--- src/gfb_pkg.sv ---
`default_nettype none
package gfb_pkg;

   localparam int CHAN_W = 8;
   localparam int ADDR_IN_W = 19;
   localparam int PHASE_W = 4;
   localparam int SLOT_W = 2;
   localparam int STORE_COUNT = 3;

   localparam int FRAME_PIXELS_DEFAULT = 524288;
   localparam int MID_DEPTH_DEFAULT = 4;
   localparam int OUT_DEPTH_DEFAULT = 4;

   localparam logic [PHASE_W-1:0] PHASE_LAST = 4'd12;
   localparam logic [PHASE_W-1:0] PHASE_CAPTURE_ONE = 4'd0;
   localparam logic [PHASE_W-1:0] PHASE_CAPTURE_TWO = 4'd2;
   localparam logic [PHASE_W-1:0] PHASE_CAPTURE_THREE = 4'd6;

   localparam logic [SLOT_W-1:0] SLOT_ONE = 2'd0;
   localparam logic [SLOT_W-1:0] SLOT_TWO = 2'd1;
   localparam logic [SLOT_W-1:0] SLOT_THREE = 2'd2;
   localparam logic [SLOT_W-1:0] SLOT_NONE = 2'd3;

   localparam logic [3:0] ROUND_HALF = 4'd8;

   typedef struct packed {
      logic [CHAN_W-1:0] red;
      logic [CHAN_W-1:0] green;
      logic [CHAN_W-1:0] blue;
   } pixel_type;

   typedef struct packed {
      pixel_type pix;
      logic [STORE_COUNT-1:0] store_we;
   } front_word_type;

   function automatic logic [CHAN_W-1:0] blend_channel(
      input logic [CHAN_W-1:0] cur,
      input logic [CHAN_W-1:0] s1,
      input logic [CHAN_W-1:0] s2,
      input logic [CHAN_W-1:0] s3
   );
      logic [CHAN_W+3:0] v;
      logic [CHAN_W-1:0] q;
      logic [3:0] r;
      v = ({4'd0, cur} << 3) + {4'd0, cur} + {4'd0, s1} + ({4'd0, s2} << 1)
         + ({4'd0, s3} << 2);
      q = v[CHAN_W+3:4];
      r = v[3:0];
      if ((r > ROUND_HALF) || ((r == ROUND_HALF) && q[0])) begin
         q = CHAN_W'(q + 1'b1);
      end
      return q;
   endfunction

endpackage
`default_nettype wire

--- src/gfb_front.sv ---
`default_nettype none
module gfb_front #(
   parameter int FRAME_PIXELS = gfb_pkg::FRAME_PIXELS_DEFAULT,
   parameter int AW = (FRAME_PIXELS > 1) ? $clog2(FRAME_PIXELS) : 1
) (
   input  wire logic                              clock,
   input  wire logic                              reset,
   input  wire logic                              in_push,
   input  wire gfb_pkg::pixel_type                in_pix,
   input  wire logic [gfb_pkg::ADDR_IN_W-1:0]     in_addr,
   input  wire logic                              in_start,
   output logic                                   in_full,
   input  wire logic                              mid_full,
   output logic                                   mid_push,
   output gfb_pkg::front_word_type                mid_word,
   output logic [AW-1:0]                          mid_index
);

   localparam int AIW = gfb_pkg::ADDR_IN_W;
   localparam int RECIP_W = AIW + 1;
   localparam int RECIP = (1 << AIW) / FRAME_PIXELS;
   localparam int FP_W = $clog2(FRAME_PIXELS + 1);
   localparam int CMP_W = (FP_W > AIW) ? FP_W : AIW;
   localparam logic [RECIP_W-1:0] RECIP_V = RECIP_W'(RECIP);
   localparam logic [FP_W-1:0] FP_V = FP_W'(FRAME_PIXELS);
   localparam logic [CMP_W-1:0] FP_CMP = CMP_W'(FRAME_PIXELS);

   logic go;
   logic accept;

   logic [gfb_pkg::PHASE_W-1:0] phase_ff, phase_in;
   logic filled_ff, filled_in;
   logic [gfb_pkg::SLOT_W-1:0] slot_ff, slot_in;
   logic fill_all_ff, fill_all_in;
   logic all_stores;
   logic [gfb_pkg::STORE_COUNT-1:0] we_now;

   logic f1_valid_ff, f2_valid_ff, f3_valid_ff;
   gfb_pkg::front_word_type f1_word_ff, f2_word_ff, f3_word_ff;
   logic [AIW-1:0] f1_addr_ff, f2_addr_ff;
   logic [AIW+RECIP_W-1:0] f1_prod_ff;
   logic [AIW+FP_W-1:0] f2_prod_in, f2_prod_ff;
   logic [AIW-1:0] diff;
   logic [CMP_W-1:0] resid;
   logic [AW-1:0] f3_index_ff;

   assign go = !(f3_valid_ff && mid_full);
   assign in_full = !go;
   assign accept = in_push && go;

   always_comb begin
      phase_in = phase_ff;
      filled_in = filled_ff;
      slot_in = slot_ff;
      fill_all_in = fill_all_ff;
      if (in_start) begin
         fill_all_in = !filled_ff;
         filled_in = 1'b1;
         if (phase_ff == gfb_pkg::PHASE_CAPTURE_ONE) begin
            slot_in = gfb_pkg::SLOT_ONE;
         end else if (phase_ff == gfb_pkg::PHASE_CAPTURE_TWO) begin
            slot_in = gfb_pkg::SLOT_TWO;
         end else if (phase_ff == gfb_pkg::PHASE_CAPTURE_THREE) begin
            slot_in = gfb_pkg::SLOT_THREE;
         end else begin
            slot_in = gfb_pkg::SLOT_NONE;
         end
         phase_in = (phase_ff >= gfb_pkg::PHASE_LAST) ? '0
            : gfb_pkg::PHASE_W'(phase_ff + 1'b1);
      end
      all_stores = fill_all_in || !filled_in;
      we_now[0] = all_stores || (slot_in == gfb_pkg::SLOT_ONE);
      we_now[1] = all_stores || (slot_in == gfb_pkg::SLOT_TWO);
      we_now[2] = all_stores || (slot_in == gfb_pkg::SLOT_THREE);
   end

   always_ff @(posedge clock) begin
      if (reset) begin
         phase_ff <= '0;
         filled_ff <= 1'b0;
         slot_ff <= gfb_pkg::SLOT_NONE;
         fill_all_ff <= 1'b0;
      end else if (accept) begin
         phase_ff <= phase_in;
         filled_ff <= filled_in;
         slot_ff <= slot_in;
         fill_all_ff <= fill_all_in;
      end
   end

   // The address is reduced modulo the frame size by a reciprocal estimate
   // that is at most one short, followed by a single correction.
   assign f2_prod_in = f1_prod_ff[AIW +: AIW] * FP_V;
   assign diff = AIW'({{FP_W{1'b0}}, f2_addr_ff} - f2_prod_ff);

   always_comb begin
      resid = CMP_W'(diff);
      if (resid >= FP_CMP) begin
         resid = CMP_W'(resid - FP_CMP);
      end
   end

   always_ff @(posedge clock) begin
      if (reset) begin
         f1_valid_ff <= 1'b0;
         f2_valid_ff <= 1'b0;
         f3_valid_ff <= 1'b0;
      end else if (go) begin
         f1_valid_ff <= accept;
         f2_valid_ff <= f1_valid_ff;
         f3_valid_ff <= f2_valid_ff;
      end
   end

   always_ff @(posedge clock) begin
      if (go) begin
         f1_word_ff.pix <= in_pix;
         f1_word_ff.store_we <= we_now;
         f1_addr_ff <= in_addr;
         f1_prod_ff <= in_addr * RECIP_V;
         f2_word_ff <= f1_word_ff;
         f2_addr_ff <= f1_addr_ff;
         f2_prod_ff <= f2_prod_in;
         f3_word_ff <= f2_word_ff;
         f3_index_ff <= resid[AW-1:0];
      end
   end

   assign mid_push = f3_valid_ff && go;
   assign mid_word = f3_word_ff;
   assign mid_index = f3_index_ff;

   a_phase_range: assert property (@(posedge clock) disable iff (reset)
      phase_ff <= gfb_pkg::PHASE_LAST)
      else $error("Frame phase left its range.");
   a_unfilled_idle: assert property (@(posedge clock) disable iff (reset)
      !filled_ff |-> ((slot_ff == gfb_pkg::SLOT_NONE) && !fill_all_ff))
      else $error("Capture selected before the first frame start.");

endmodule
`default_nettype wire

--- config.mk ---
export PLATFORM = sky130hd
export DESIGN_NAME = gfb_front
export DESIGN_NICKNAME = d
export VERILOG_FILES = /design/src/gfb_pkg.sv /design/src/gfb_front.sv
export SDC_FILE = /design/constraint.sdc
export NUM_CORES = 1
export LEC_CHECK = 0
export BUFFER_PORTS_ARGS = -buffer_cell sky130_fd_sc_hd__buf_4
export CAP_MARGIN = 5
export CORE_UTILIZATION = 40
export DETAILED_ROUTE_END_ITERATION = 16
export PLACE_DENSITY_LB_ADDON = 0.15
export SLEW_MARGIN = 20
export SYNTH_ARGS = -nofsm -noshare
export SYNTH_HDL_FRONTEND = slang
export SYNTH_SLANG_ARGS = --single-unit
--- constraint.sdc ---
create_clock -name clock -period 3.6 [get_ports clock]
set_input_delay 0.36 -clock clock [delete_from_list [all_inputs] [get_ports clock]]
set_output_delay 0.36 -clock clock [all_outputs]
set_load 0.03 [all_outputs]
---- After elaboration in Yosys (flattened, before gate mapping) ----
Index checks and enable logic that the tools add are counted.
storage, ports and cells
  output and inout port bits .............. 48
  flip-flop bits (word level) ............. 149
  word-level logic and storage cells ...... 48
cells by class
  order comparisons ....................... 1
  $add $sub $neg .......................... 1
  reductions and logical operators ........ 13
  equality and inequality tests ........... 4
  mux-type cells .......................... 7
operators by type and width
  kind                                                      number
  2-to-1 mux 2 bit                                          3
  adder 4 x 1 -> 4 bit, second input constant               1
  == test 4 x 2 -> 1 bit, second input constant             1
  == test 4 x 3 -> 1 bit, second input constant             1
  greater-or-equal comparator 4 bit, second input constant  1
  logical NOT 4 bit                                         1
  logical OR 1 bit                                          4
  2-to-1 mux 4 bit                                          1
  logical AND 1 bit                                         3
  logical NOT 1 bit                                         3
  2-to-1 mux 1 bit                                          3
  == test 2 x 1 -> 1 bit, second input constant             1
  == test 2 bit, second input constant                      1
  logical NOT 2 bit                                         1
  AND reduction 2 bit                                       1

---- Logic depth before layout (Yosys ltp) ----
  depth in word-level cells ............... 7
  depth in mapped cells ................... 5

---- Worst setup path before layout ----
OpenSTA, ideal clock, no wires.
  kind .................................... input port to output port
  start ................................... in mid_full
  end ..................................... out in_full
  required time ........................... 3.240 ns
  arrival time ............................ 4.159 ns
  path slack .............................. -0.919 ns
  stages .................................. 2
  path buffers ............................ 0
  cells stage by stage .................... nand2_1 -> inv_1
between the ends
  cells in the longest elaborated chain, start to end .. 1
ends and longest elaborated chain
  what               RTL line         RTL
  start, declared    gfb_front.sv:13  input wire logic mid_full,
  logical AND 1 bit  gfb_front.sv:47  assign go = !(f3_valid_ff && mid_full);
  end, declared      gfb_front.sv:12  output logic in_full,
No other way between the ends.

---- Worst setup path in the final report ----
  start ................................... reg f3_valid_ff
  end ..................................... out in_full
between the ends
  cells in the longest elaborated chain, start to end .. 1
ends and longest elaborated chain
  what                    RTL line          RTL
  start, declared         gfb_front.sv:38   logic f1_valid_ff, f2_valid_ff, f3_valid_ff;
  start signal, assigned  gfb_front.sv:111  f3_valid_ff <= f2_valid_ff;
  logical AND 1 bit       gfb_front.sv:47
No other way between the ends.

==> impl_metrics.py <==
metrics = {
    "status": {
        "status": "finished clean",
    },
    "routing": {
        "drc_errors": 0,
        "drt_iter0_drc": 191,
        "drtPass1Iterations": 4,
        "viasPerCell": 4.55,
        "drtAntennaViolNets": 0,
        "vias": 2159,
        "wl_per_cell_um": 13.8,
        "wl_um": 6560,
    },
    "sta": {
        "final.setup.tns_ns": 0,
        "maxSlewViolCount": 0,
        "fin_crit_sh": 0.616,
        "post-route-min-period_ns": 2.22,
        "skew_ns": 0.00488,
        "holdWs_ns": 0.126,
        "rsz0062_at_grt": "false",
        "worst_slew_pin_slew_ns": 0.875,
        "setup_viol": 0,
        "fmax_mhz": 451,
        "max-slew-margin-rel": 0.417,
        "finalHoldViolations": 0,
    },
    "synthesis": {
        "synth_cells": 207,
        "ys_types": 26,
        "synth_nets": 258,
        "synth-seq-cells": 149,
        "yosys-top-cells-area": "edfxtp_1, dfxtp_1, a21oi_1",
        "synth_area_leader_cell": "edfxtp_1",
        "synth.avg_cell_area_um2": 22.8,
        "synth_top_area_frac": 0.880,
        "syn-cell-area_um2": 4710,
        "ys_seq_area_frac": 0.926,
        "yosysWarnings": 0,
    },
    "placed_design": {
        "place.gp.congestion": 0.694,
        "portBuffers": 95,
        "dp_cells": 443,
        "dp_hpwl_um": 3850,
    },
    "setup_path": {
        "cp_slowest_cell": "dfxtp_1",
        "regToRegSetupSlack_ns": 1.76,
        "r2r-end": "f2_word_ff[4]",
        "slowest_delay_ns": 0.52,
        "crit_chain": "nand2_8 > inv_1 > buf_4",
        "start_kind": "flip-flop",
        "cp-endpoint": "in_full",
        "critPathCaptureType": "output port",
        "worstReg2RegStart": "f3_valid_ff",
        "critPathMaxFanout": 122,
        "rr_worst_depth": 2,
        "startpoint": "f3_valid_ff",
        "crit_type": "reg -> out",
        "arrival_ns": 1.86,
        "crit_required_ns": 3.24,
    },
    "floorplanning": {
        "fp.dieArea_um2": 12200,
        "ios": 96,
        "rows": 39,
        "die_w_um": 111,
        "core_um2": 11500,
        "die_h_um": 111,
        "start_util": 0.411,
    },
    "cts": {
        "cts_tree": "yes",
        "clockRootBuffer": "clkbuf_16",
        "hold_buffers": 0,
        "clk_path_buf_depth": 2,
        "cts_sinks": 149,
        "cts_resized": 0,
        "h-tree-depth": 4,
        "clkTransAtPathRegs_ns": 0.06,
        "clk_latency_ns": 0.41,
        "cts_buffers": 17,
        "postCtsSetupBuffers": 0,
    },
    "finish": {
        "stdcell_count": 475,
        "syn_to_final_growth_pct": 31.5,
        "nets": 370,
        "n_antenna_cell": 0,
        "layout-drive-gt1-share": 0.386,
    },
    "grt": {
        "top_usage_layer": "met2",
        "grt_pass1_vias": 2078,
        "grt_pass1_wl_um": 10300,
        "met2_usage": 0.174,
        "antenna_found_initial": 0,
        "grt_usage": 0.114,
        "grtUsageMet1": 0.135,
        "overflow": 0,
        "grt_max_degree": 123,
        "grtUsageMet3": 0.0434,
    },
    "power": {
        "vdd_drop_max_mv": 0.299,
        "powerDensity_nw_per_um2": 650,
        "power.total_uw": 4030,
        "p_leak_uw": 0.00239,
    },
    "run": {
        "maxCapViolCount": 0,
    },
    "hold_path": {
        "holdCritStartpoint": "in_addr[0]",
        "hp-class": "in -> reg",
    },
}
-- logic make-up after synthesis --
| group | Yosys count | share of synthesized area |
|---|---|---|
| AO/OA/AOI/OAI | 26 | 0.0321 |
| flip-flops | 149 | 0.926 |
| adder cells (fa/ha/maj) | 3 | 0.00797 |
| AND/OR/NAND/NOR | 20 | 0.0218 |
| multiplexers | 2 | 0.00425 |
| buffers and inverters | 7 | 0.00743 |
-- how the worst min path moves through the flow --
stage | slack (ns) | endpoint | cells after the start
floorplan | 0.40 | f2_addr_ff[0] | 0
global placement | 0.40 | f2_word_ff[1] | 0
detailed placement | 0.40 | f2_addr_ff[10] | 0
CTS | 0.11 | f1_word_ff[8] | 1
global route | 0.10 | f1_word_ff[15] | 1
finish | 0.13 | f1_addr_ff[0] | 1
-- where the power goes --
group          internal, µW  total [µW]  switching (µW)
registers              2020        2050            33.2
clock network          1080        1740             654
logic                  94.3         234             140
total                  3200        4030             827
-- cells in the mapped netlist (all sizes together) --
master  instances
a21bo           1
or2             1
clkbuf          1
or3             1
a31oi           2
nor2            4
a21boi          2
o22a            1
o21ai           9
o22ai           1
a31o            1
mux2i           2
a21oi           9
nand3           3
edfxtp        138
or4             1
nand2b          2
nand2           3
nand4           2
ha              3
buf             2
nor3            2
nor2b           1
inv             4
dfxtp          11
-- sequential cells by signal, summed over array words and instances (netlist names), 2 cells and up --
name and flops:
slot_ff 2, phase_ff 4, mid_word 27, f2_addr_ff 19
f1_word_ff 27, f2_word_ff 27, f1_addr_ff 19, mid_index 19
-- per-layer routing --
| metal | up-vias | routed length (µm) |
|---|---|---|
| li1 | 1041 | - |
| met5 | - | 0 |
| met4 | 0 | 110 |
| met1 | 1038 | 2890 |
| met3 | 12 | 375 |
| met2 | 68 | 3180 |
-- layout make-up --
type	instances	area (µm²)
inverters	4	15.0
flip-flops and latches	149	4360
clock inverters	14	160
repair buffers	96	721
fillers	914	5270
well taps	143	179
clock buffers	18	429
multi-input cells	51	328
-- placed cells by master (no fill, tap or decap), types with 2 or more instances in the layout --
cell	n
a21boi_0	2
a21oi_1	9
a31oi_1	2
buf_4	96
bufinv_16	3
clkbuf_16	17
clkinv_1	2
clkinv_2	3
clkinvlp_4	4
dfxtp_1	11
edfxtp_1	138
ha_1	3
inv_1	4
mux2i_1	2
nand2_1	2
nand2b_1	2
nand3_1	3
nand4_1	2
nor2_1	4
nor3_1	2
o21ai_0	9
-- critical path, delay by kind of cell (launching register included) --
kind	cells	cell delay, ns
buffers and inverters	2	0.35
AND/OR/NAND/NOR	1	0.51
flip-flops	1	0.52
-- through the flow --
| step | worst slack (ns) | util | cell area [µm²] |
|---|---|---|---|
| after floorplan | 0.647 | - | 4710 |
| after global placement | 1.70 | 0.489 | 5610 |
| after detailed placement | 1.67 | 0.489 | 5610 |
| after CTS | 1.34 | 0.540 | 6200 |
| after global routing | 1.18 | 0.540 | 6200 |
| final | 1.38 | 0.540 | 6200 |
(Power assumes the default switching activity.)
