===== src/gfb_pkg.sv =====
`default_nettype none
package gfb_pkg;

   localparam int CHAN_W = 8;
   localparam int ADDR_IN_W = 19;
   localparam int PHASE_W = 4;
   localparam int SLOT_W = 2;
   localparam int STORE_COUNT = 3;

   localparam int FRAME_PIXELS_DEFAULT = 524288;
   localparam int MID_DEPTH_DEFAULT = 4;
   localparam int OUT_DEPTH_DEFAULT = 4;

   localparam logic [PHASE_W-1:0] PHASE_LAST = 4'd12;
   localparam logic [PHASE_W-1:0] PHASE_CAPTURE_ONE = 4'd0;
   localparam logic [PHASE_W-1:0] PHASE_CAPTURE_TWO = 4'd2;
   localparam logic [PHASE_W-1:0] PHASE_CAPTURE_THREE = 4'd6;

   localparam logic [SLOT_W-1:0] SLOT_ONE = 2'd0;
   localparam logic [SLOT_W-1:0] SLOT_TWO = 2'd1;
   localparam logic [SLOT_W-1:0] SLOT_THREE = 2'd2;
   localparam logic [SLOT_W-1:0] SLOT_NONE = 2'd3;

   localparam logic [3:0] ROUND_HALF = 4'd8;

   typedef struct packed {
      logic [CHAN_W-1:0] red;
      logic [CHAN_W-1:0] green;
      logic [CHAN_W-1:0] blue;
   } pixel_type;

   typedef struct packed {
      pixel_type pix;
      logic [STORE_COUNT-1:0] store_we;
   } front_word_type;

   function automatic logic [CHAN_W-1:0] blend_channel(
      input logic [CHAN_W-1:0] cur,
      input logic [CHAN_W-1:0] s1,
      input logic [CHAN_W-1:0] s2,
      input logic [CHAN_W-1:0] s3
   );
      logic [CHAN_W+3:0] v;
      logic [CHAN_W-1:0] q;
      logic [3:0] r;
      v = ({4'd0, cur} << 3) + {4'd0, cur} + {4'd0, s1} + ({4'd0, s2} << 1)
         + ({4'd0, s3} << 2);
      q = v[CHAN_W+3:4];
      r = v[3:0];
      if ((r > ROUND_HALF) || ((r == ROUND_HALF) && q[0])) begin
         q = CHAN_W'(q + 1'b1);
      end
      return q;
   endfunction

endpackage
`default_nettype wire


===== src/gfb_fifo.sv =====
`default_nettype none
module gfb_fifo #(
   parameter int DEPTH = gfb_pkg::MID_DEPTH_DEFAULT,
   parameter int WIDTH = 8
) (
   input  wire logic                           clock,
   input  wire logic                           reset,
   input  wire logic                           push,
   input  wire logic [WIDTH-1:0]               wr_data,
   input  wire logic                           pop,
   output logic [WIDTH-1:0]                    rd_data,
   output logic                                full,
   output logic                                empty,
   output logic [$clog2(DEPTH+1)-1:0]          count
);

   localparam int PTR_W = (DEPTH > 1) ? $clog2(DEPTH) : 1;
   localparam int CNT_W = $clog2(DEPTH + 1);

   logic [WIDTH-1:0] slot_ff [DEPTH];
   logic [PTR_W-1:0] wr_ptr_ff, wr_ptr_in;
   logic [PTR_W-1:0] rd_ptr_ff, rd_ptr_in;
   logic [CNT_W-1:0] count_ff, count_in;

   always_comb begin
      wr_ptr_in = wr_ptr_ff;
      rd_ptr_in = rd_ptr_ff;
      count_in = count_ff;
      if (push) begin
         wr_ptr_in = (wr_ptr_ff == PTR_W'(DEPTH - 1)) ? '0 : PTR_W'(wr_ptr_ff + 1'b1);
      end
      if (pop) begin
         rd_ptr_in = (rd_ptr_ff == PTR_W'(DEPTH - 1)) ? '0 : PTR_W'(rd_ptr_ff + 1'b1);
      end
      if (push && !pop) begin
         count_in = CNT_W'(count_ff + 1'b1);
      end else if (pop && !push) begin
         count_in = CNT_W'(count_ff - 1'b1);
      end
   end

   always_ff @(posedge clock) begin
      if (reset) begin
         wr_ptr_ff <= '0;
         rd_ptr_ff <= '0;
         count_ff <= '0;
      end else begin
         wr_ptr_ff <= wr_ptr_in;
         rd_ptr_ff <= rd_ptr_in;
         count_ff <= count_in;
      end
   end

   always_ff @(posedge clock) begin
      if (push) begin
         slot_ff[wr_ptr_ff] <= wr_data;
      end
   end

   assign rd_data = slot_ff[rd_ptr_ff];
   assign full = (count_ff == CNT_W'(DEPTH));
   assign empty = (count_ff == '0);
   assign count = count_ff;

   a_no_overflow: assert property (@(posedge clock) disable iff (reset) push |-> !full)
      else $error("Queue written while full.");
   a_no_underflow: assert property (@(posedge clock) disable iff (reset) pop |-> !empty)
      else $error("Queue read while empty.");

endmodule
`default_nettype wire


===== config.mk =====
export PLATFORM = sky130hd
export DESIGN_NAME = gfb_fifo
export DESIGN_NICKNAME = d
export VERILOG_FILES = /design/src/gfb_pkg.sv /design/src/gfb_fifo.sv
export SDC_FILE = /design/constraint.sdc
export NUM_CORES = 1
export LEC_CHECK = 0
export BUFFER_PORTS_ARGS = -buffer_cell sky130_fd_sc_hd__buf_4
export CORE_AREA = 2 2 71 73
export DETAILED_ROUTE_END_ITERATION = 10
export DIE_AREA = 0 0 73 75
export GPL_TIMING_DRIVEN = 0
export PLACE_DENSITY = 0.63
export REMOVE_ABC_BUFFERS = 1
export SYNTH_ARGS = -nofsm -noshare
export SYNTH_HDL_FRONTEND = slang
export SYNTH_SLANG_ARGS = --single-unit
export TNS_END_PERCENT = 10

===== constraint.sdc =====
create_clock -name clock -period 1.76 [get_ports clock]
set_clock_uncertainty 0.2 [all_clocks]
set_input_delay 0.088 -clock clock [delete_from_list [all_inputs] [get_ports clock]]
set_output_delay 0.088 -clock clock [all_outputs]
set_load 0.005 [all_outputs]

# Yosys cells after proc, flatten, opt, wreduce, memory -nomap -nowiden
# Memories as Yosys holds them, arrays and structs flattened. A register that Yosys moved wholly into a read port is not among the register bits.
# Index checks and enable logic that the tools add are counted.
[totals]
regBits = 7
mem_bits_rw = 32
in_bits = 12
output_inout_bits = 13
word_cells = 25
n_memories = 1
[mem_list]
columns = ["name", "words", "width", "read_ports", "rd_ports_with_merged_regs", "wr", "line", "text"]
rows = [
  ["slot_ff", 4, 8, 1, 1, 1, "gfb_fifo.sv:20", "logic [WIDTH-1:0] slot_ff [DEPTH];"],
]
[op_classes]
add_sub_neg = 4
eq_ne = 3
mux = 8
reduce_logical = 6
[op_table]
columns = ["cell", "count"]
rows = [
  ["$mux 2", 4],
  ["$mux 3", 2],
  ["$add 2x1->2 const B", 2],
  ["$eq 2x2->1 const B", 2],
  ["$add 3x1->3 const B", 1],
  ["$eq 3x3->1 const B", 1],
  ["$logic_not 3->1", 1],
  ["$sub 3x1->3 const B", 1],
  ["$logic_and 1x1->1", 2],
  ["$logic_not 1->1", 2],
  ["$mux 1", 2],
  ["$reduce_bool 2->1", 1],
]

# Depth between registers and ports, before layout
# Gate-level depths: netlist of run 1.
[depth]
word_depth = 4
mapped_depth = 7
depth_no_buf = 7

# Least setup slack after synthesis of run 1
# OpenSTA, ideal clock, no wires.
[synth_path]
kind = "register to register"
start = "register count_ff[0] (netlist: count[0])"
end = "register count_ff[2] (netlist: count[2])"
setup_time_ps = 70
arrival_time_ps = 1345
required_ps = 1490
setup_slack_ps = 145
path_stages_with_launch = 5
n_path_buf = 0
synth_period_minus_slack_ps = 1615
path_cell_list = "dfxtp_1 fa_1 xor2_1 or3_1 a21oi_1"
[synth_via]
elab_chain_len = 3
elab_cells_between_ends = 4
classes_between = "add/sub: 2; mux: 2"
[synth_lines]
columns = ["element", "line", "text"]
rows = [
  ["start, declared", "gfb_fifo.sv:23", "logic [CNT_W-1:0] count_ff, count_in;"],
  ["start signal, assigned", "gfb_fifo.sv:50", "count_ff <= count_in;"],
  ["$sub 3x1->3", "gfb_fifo.sv:38", "count_in = CNT_W'(count_ff - 1'b1);"],
  ["$mux 3", "gfb_fifo.sv:37", "end else if (pop && !push) begin"],
  ["$mux 3 *", "gfb_fifo.sv:35", "if (push && !pop) begin"],
]
# Mark *: on every way between the ends. The rest lies on a longest branch, timed or not. The select of a mux whose other input is x is not followed.
# A chain may end at the register's enable or synchronous reset.

==> results of run 1 <==
placed cells by master (no fill, tap or decap):
master / netlist / layout
clkbuf_8: 0 / 5
dfxtp_4: 0 / 1
nor2_1: 7 / 7
dfxtp_1: 9 / 6
buf_6: 1 / 4
nor3b_1: 2 / 2
edfxtp_1: 32 / 32
clkinv_2: 0 / 1
buf_4: 0 / 20
fa_1: 1 / 1
mux4_2: 8 / 8
o21ai_0: 1 / 1
xor2_1: 2 / 2
dlygate4sd3_1: 0 / 12
clkinv_1: 0 / 2
nor3_1: 1 / 1
mux2i_1: 4 / 4
inv_1: 4 / 4
a21oi_1: 2 / 2
or3_1: 1 / 1
dfxtp_2: 0 / 2
and2_1: 4 / 4
ha_1: 6 / 6
cell usage after synthesis:
library cell,n
edfxtp_1,32
fa_1,1
and2_1,4
xor2_1,2
inv_1,4
ha_1,6
dfxtp_1,9
a21oi_1,2
or3_1,1
mux4_2,8
clkbuf_2,1
o21ai_0,1
buf_6,1
nor2_1,7
nor3_1,1
nor3b_1,2
mux2i_1,4
power by group through the flow:
| stage | Clock (mW) | Sequential [mW] | Combinational (mW) |
|---|---|---|---|
| final | 0.562 | 1.15 | 0.279 |
| after global routing | 0.616 | 1.16 | 0.308 |
| after CTS | 0.581 | 1.15 | 0.275 |
| after detailed placement | 0 | 1.17 | 0.253 |
| after global placement | 0 | 1.16 | 0.239 |
| after floorplan | 0 | 1.16 | 0.122 |
worst max path at each step:
stage,slack [ns],from,endpoint
2_1_floorplan,0.14,count[0],count[2]
3_3_place_gp,0.02,pop,count[2]
5_1_grt,-0.01,register,rd_data[7]
4_1_cts,0.03,register,rd_data[7]
3_5_place_dp,-0.04,pop,count[2]
6_report,0.06,register,rd_data[7]
state kept, by name, summed over array words and instances, names as in the netlist, named ones only:
signal	count
count	3
slot_ff	32
rd_ptr_ff	2
wr_ptr_ff	2
cell type report:
| class | instances | area (sq um) | share of cell area, % |
|---|---|---|---|
| tap | 54 | 67.6 | 3.29 |
| timing repair buffer | 36 | 315 | 15.4 |
| clock inverter | 3 | 12.5 | 0.610 |
| multi-input combinational | 39 | 425 | 20.7 |
| inverter | 4 | 15.0 | 0.732 |
| sequential | 41 | 1150 | 55.9 |
| clock buffer | 5 | 68.8 | 3.35 |
per-layer routing:
| metal | global-route usage (%) | vias to the layer above |
|---|---|---|
| met5 | 0 | - |
| met4 | 4.94 | 0 |
| met3 | 3.08 | 5 |
| met2 | 19.7 | 24 |
| met1 | 13.2 | 418 |
| li1 | - | 407 |
worst max-delay path: stages, from the launching register on:
cell and delay [ns]:
dfxtp_4 0.45, mux4_2 0.54, buf_6 0.13
per-stage QoR:
stage	hold WS, ns	power [mW]	instance area (sq um)
5_1_grt	0.108	2.08	2050
4_1_cts	0.0415	2.00	2030
2_1_floorplan	-0.0429	1.28	1580
3_5_place_dp	0.0937	1.42	1830
3_3_place_gp	0.0889	1.40	1830
6_report	0.0605	1.99	2050
logic make-up after synthesis:
logic type | Yosys count | share of synthesized area (%)
AO/OA/AOI/OAI | 3 | 0.939
adder cells (fa/ha/maj) | 7 | 5.95
AND/OR/NAND/NOR | 15 | 4.85
XOR/XNOR | 2 | 1.10
buffers and inverters | 6 | 1.96
flip-flops | 41 | 71.4
multiplexers | 12 | 13.8
repair_timing:
action | in CTS | in global routing
endpoints found under the hold margin | 41 | 0
endpoints found under the setup margin | 8 | 7
resized for setup | 2 | 6
buffers inserted | 0 | 0
hold buffers | 12 | 0
==> key figures, run 1 <==
Critical path
  – Critical path required time: 1.47 ns
  – Worst-path maximum fanout: 8
  – Startpoint types: register
  – Worst r2r dst: count[2]
  – R2r setup slk: 0.07 ns
  – Critical Path AT: 1.41 ns
  – CP Class: reg -> out
  – Reg2reg path depth: 4
  – Reg-to-reg startpoint: count[0]
  – Crit. End Element: primary output

Power
  – Leakage: 0.766 nW
  – Part of the power in registers: 57.7%
  – Clock Power Share: 28.3%
  – P_int: 1.54 mW
  – Sw Ratio: 22.6%
  – Power Density: 969 mW/mm^2
  – Worst vdd ir: 0.000501 V
  – Comb pwr share: 14.0%
  – Net load switching power: 0.450 mW

Drt
  – Top sig layer: met4
  – Via Count: 854
  – Initial DRT Pass Iterations: 4
  – WL per Instance: 14.9 um
  – Residual DRC count: 0
  – Metal1 wirelength: 1.19 mm
  – Post-Route WL: 2.71 mm
  – Antenna-violating nets left: 0
  – Vias per cell: 4.69
  – DR WL met3: 113 um
  – Initial DRC Count: 69
  – Metal2 WL: 1.36 mm

Place
  – GP Congestion: 0.684
  – HPWL after DPL: 1.78 mm
  – Placed cell count: 162
  – Input/output buffers: 24
  – Setup WS pre-CTS: -0.0369 ns

Timing
  – Tcrit/Tclk final: 96.5%
  – Final min period: 1.70 ns
  – RSZ-0062 raised after global routing: true
  – TNS Setup: 0 ns
  – Count of final setup violators: 0
  – Slew @ Worst Pin: 0.497 ns
  – Max-Slew Margin vs Limit: 66.9%
  – Setup slack after layout: 0.0623 ns
  – Fin. max-slew vios: 0
  – Final Hold Viols: 0
  – Peak Freq: 589 MHz

Run
  – Max-cap viol count: 0

Clock tree
  – H-tree Lvls: 2
  – Clk Latency, worst-skew pair: 0.28 ns
  – CTS clk-pin slew, worst paths: 0.07 ns
  – Clock root cell: clkbuf_8
  – Total CTS buffers: 5
  – Clock sinks: 41
  – CTS tree: done
  – Clk buf depth: 2

Floorplan
  – Chip height: 75 um
  – Core Rows: 25
  – Initial Util: 34.3%
  – Horiz. Die Dim: 73 um
  – Core ar.: 0.00466 sq mm
  – IO Pins: 25
  – Die area: 0.00548 sq mm

Hold path
  – Worst hold path type: in -> reg
  – Hold path startpoint: pop
  – Hold Crit Depth: 4

Global routing
  – Vias in the first global route: 956
  – First-pass GRT wire length: 4.48 mm
  – Global route overflow: 0
  – Initial antenna violation count: 0
  – GRT Total Usage: 11.3%
  – Largest net degree at the start of global routing: 13

Cells and area
  – Nets: 146
  – Area grow syn2layout: 28.4%
  – Final Core Density: 44.0%
  – Final non-filler cell total: 182
  – Fill cells: 425
  – Antenna fix cells: 0
  – Layout cells sized above 1: 32.0%

Yosys
  – Synth Warn #: 0
  – Mapped cell area: 0.00160 sq mm
  – Cells after Synth: 86
  – Register area share after synthesis: 71.4%
  – Largest cells by area after synthesis: edfxtp_1 60%, dfxtp_1 11%, mux4_2 11%
  – Yosys reg bits: 41
  – Library cells used by synthesis: 17
  – Dominant cell type by area after synthesis: edfxtp_1
  – Post-synth top area share: 60.1%
  – Mapped Avg Cell Area: 18.6 sq um

Outcome
  – Status: finished, final reports clean
Power figures use the tool's default switching activity.
==> run 2, diff against run 1 <==
- CORE_AREA: 2 2 71 73 -> 2 2 55 95
- DIE_AREA: 0 0 73 75 -> 0 0 57 97
==> key figures, run 2 (synthesized netlist as in run 1, its figures left out) <==
Outcome
  – Status: finished, final reports clean (unchanged)

Floorplan
  – Core ar.: 0.00471 sq mm (was 0.00466 sq mm)
  – IO Pins: 25 (unchanged)
  – Core Rows: 33 (was 25)
  – Initial Util: 33.9% (was 34.3%)
  – Horiz. Die Dim: 57 um (was 73 um)
  – Die area: 0.00553 sq mm (was 0.00548 sq mm)
  – Chip height: 97 um (was 75 um)

Global routing
  – Met3 global-route usage: 2.94% (was 3.08%)
  – Largest net degree at the start of global routing: 15 (was 13)
  – Initial antenna violation count: 0 (unchanged)
  – Vias in the first global route: 992 (was 956)
  – Global route overflow: 0 (unchanged)
  – GRT Total Usage: 11.7% (was 11.3%)
  – M1 GR Usage: 11.1% (was 13.2%)
  – First-pass GRT wire length: 4.74 mm (was 4.48 mm)
  – Met2 GRT Util: 22.2% (was 19.7%)
  – Most used routing layer: met2 (unchanged)

Cells and area
  – Area grow syn2layout: 32.3% (was 28.4%)
  – Fill cells: 439 (was 425)
  – Multi-input logic area: 429 sq um (was 425 sq um)
  – Nets: 147 (was 146)
  – Max reg flops: 32 (unchanged)
  – Largest Register: slot_ff (unchanged)
  – Sequential cell area: 0.00115 sq mm (about the same)
  – Layout cells sized above 1: 34.9% (was 32.0%)
  – Final non-filler cell total: 181 (was 182)
  – Antenna fix cells: 0 (unchanged)
  – Final Core Density: 44.9% (was 44.0%)
  – Most common cell after layout, fill and taps aside: edfxtp_1 (unchanged)
  – Commonest cells after routing, fill and taps aside: 32 x edfxtp_1, 16 x buf_4, 13 x dlygate4sd3_1 (was 32 x edfxtp_1, 20 x buf_4, 12 x dlygate4sd3_1)

Critical path
  – Slowest-stage cell, CP: mux4_2 (unchanged)
  – Worst r2r dst: count[2] (unchanged)
  – CP peak stage delay: 0.54 ns (about the same)
  – Crit. End Element: primary output (unchanged)
  – Crit path depth: 2 (unchanged)
  – R2r setup slk: 0.08 ns (was 0.07 ns)
  – Startpoint types: register (unchanged)
  – CP Class: reg -> out (unchanged)
  – Delay-heaviest family, CP: multiplexers (unchanged)
  – Critical Path AT: 1.43 ns (was 1.41 ns)
  – Critical path required time: 1.47 ns (about the same)
  – CP Cell Sequence: mux4_2, buf_6 (unchanged)
  – Crit path buffers/inverters: 1 (unchanged)
  – Worst-path maximum fanout: 8 (unchanged)
  – Reg2reg path depth: 4 (unchanged)
  – Reg-to-reg startpoint: count[0] (unchanged)

Place
  – Placed cell count: 160 (was 162)
  – GP Congestion: 0.705 (was 0.684)
  – Input/output buffers: 24 (unchanged)
  – HPWL after DPL: 2.00 mm (was 1.78 mm)

Drt
  – Initial DRC Count: 11 (was 69)
  – Residual DRC count: 0 (unchanged)
  – Vias per cell: 4.75 (was 4.69)
  – Initial DRT Pass Iterations: 6 (was 4)
  – Via Count: 860 (was 854)
  – Post-Route WL: 2.80 mm (was 2.71 mm)
  – Antenna-violating nets left: 0 (unchanged)
  – WL per Instance: 15.5 um (was 14.9 um)

Power
  – Final Power: 2.19 mW (was 1.99 mW)
  – Worst vdd ir: 0.000623 V (was 0.000501 V)
  – Power Density: 1040 mW/mm^2 (was 969 mW/mm^2)
  – Leakage: 0.788 nW (was 0.766 nW)

Clock tree
  – Total CTS buffers: 5 (unchanged)
  – CTS clk-pin slew, worst paths: 0.08 ns (was 0.07 ns)
  – Clock sinks: 41 (unchanged)
  – Post-CTS setup buffer count: 0 (unchanged)
  – CTS tree: done (unchanged)
  – Clk buf depth: 2 (unchanged)
  – Clock root cell: clkbuf_8 (unchanged)
  – Clk Latency, worst-skew pair: 0.30 ns (was 0.28 ns)
  – H-tree Lvls: 2 (unchanged)

Hold path
  – Hold path startpoint: pop (unchanged)
  – Hold Crit Depth: 4 (unchanged)
  – Worst hold path type: in -> reg (unchanged)

Run
  – Max-cap viol count: 0 (unchanged)

Timing
  – Count of final setup violators: 0 (unchanged)
  – Final min period: 1.72 ns (was 1.70 ns)
  – Tcrit/Tclk final: 97.5% (was 96.5%)
  – Slew @ Worst Pin: 0.438 ns (was 0.497 ns)
  – TNS Setup: 0 ns (unchanged)
  – Fin. max-slew vios: 0 (unchanged)
  – Peak Freq: 583 MHz (was 589 MHz)
  – RSZ-0062 raised after global routing: true (unchanged)
  – Final Hold Viols: 0 (unchanged)
  – Max-Slew Margin vs Limit: 70.8% (was 66.9%)
## run 2: cell type report
class	count	area share [%]
clock buffers	5	3.26
repair buffers	37	16.1
clock inverters	3	2.19
well taps	52	3.08
multi-input cells	39	20.3
flip-flops and latches	41	54.4
inverters	4	0.710
## run 2: worst max path at each step
stage	endpoint	slack, ns
finish	rd_data[0]	0.04
global placement	count[2]	0.03
floorplan	count[2]	0.14
global route	rd_data[7]	-0.03
detailed placement	count[2]	-0.07
CTS	rd_data[0]	0.0008
## run 2: timing repair
item / 4_1_cts / 5_1_grt
endpoints found under the hold margin: 41 / 0
setup endpoints to repair: 8 / 10
hold buffers: 13 / 0
resized for setup: 2 / 12
## run 2: tightest hold or removal path, stage by stage
cell and delay (ns):
buf_4 0.12, nor3b_1 0.13, a21oi_1 0.11, nor2_1 0.06
## run 2: routing by layer
metal  vias to the layer above  wire length, um
met3                         6              106
met1                       428              931
met4                         0               67
li1                        406                -
met5                         -                0
met2                        20             1700
## run 2: metrics by stage
step,worst slack [ns],hold WS [ns],cell area (sq um)
after global routing,-0.0255,0.0667,2110
after detailed placement,-0.0672,0.0917,1830
after floorplan,0.145,-0.0429,1580
after global placement,0.0289,0.0864,1830
final,0.0447,0.0359,2110
after CTS,0.000791,0.0264,2080
## run 2: report_power, final
part	switching [mW]	internal, mW	total (mW)
Clock	0.328	0.424	0.752
Sequential	0.0468	1.10	1.15
Combinational	0.109	0.180	0.289
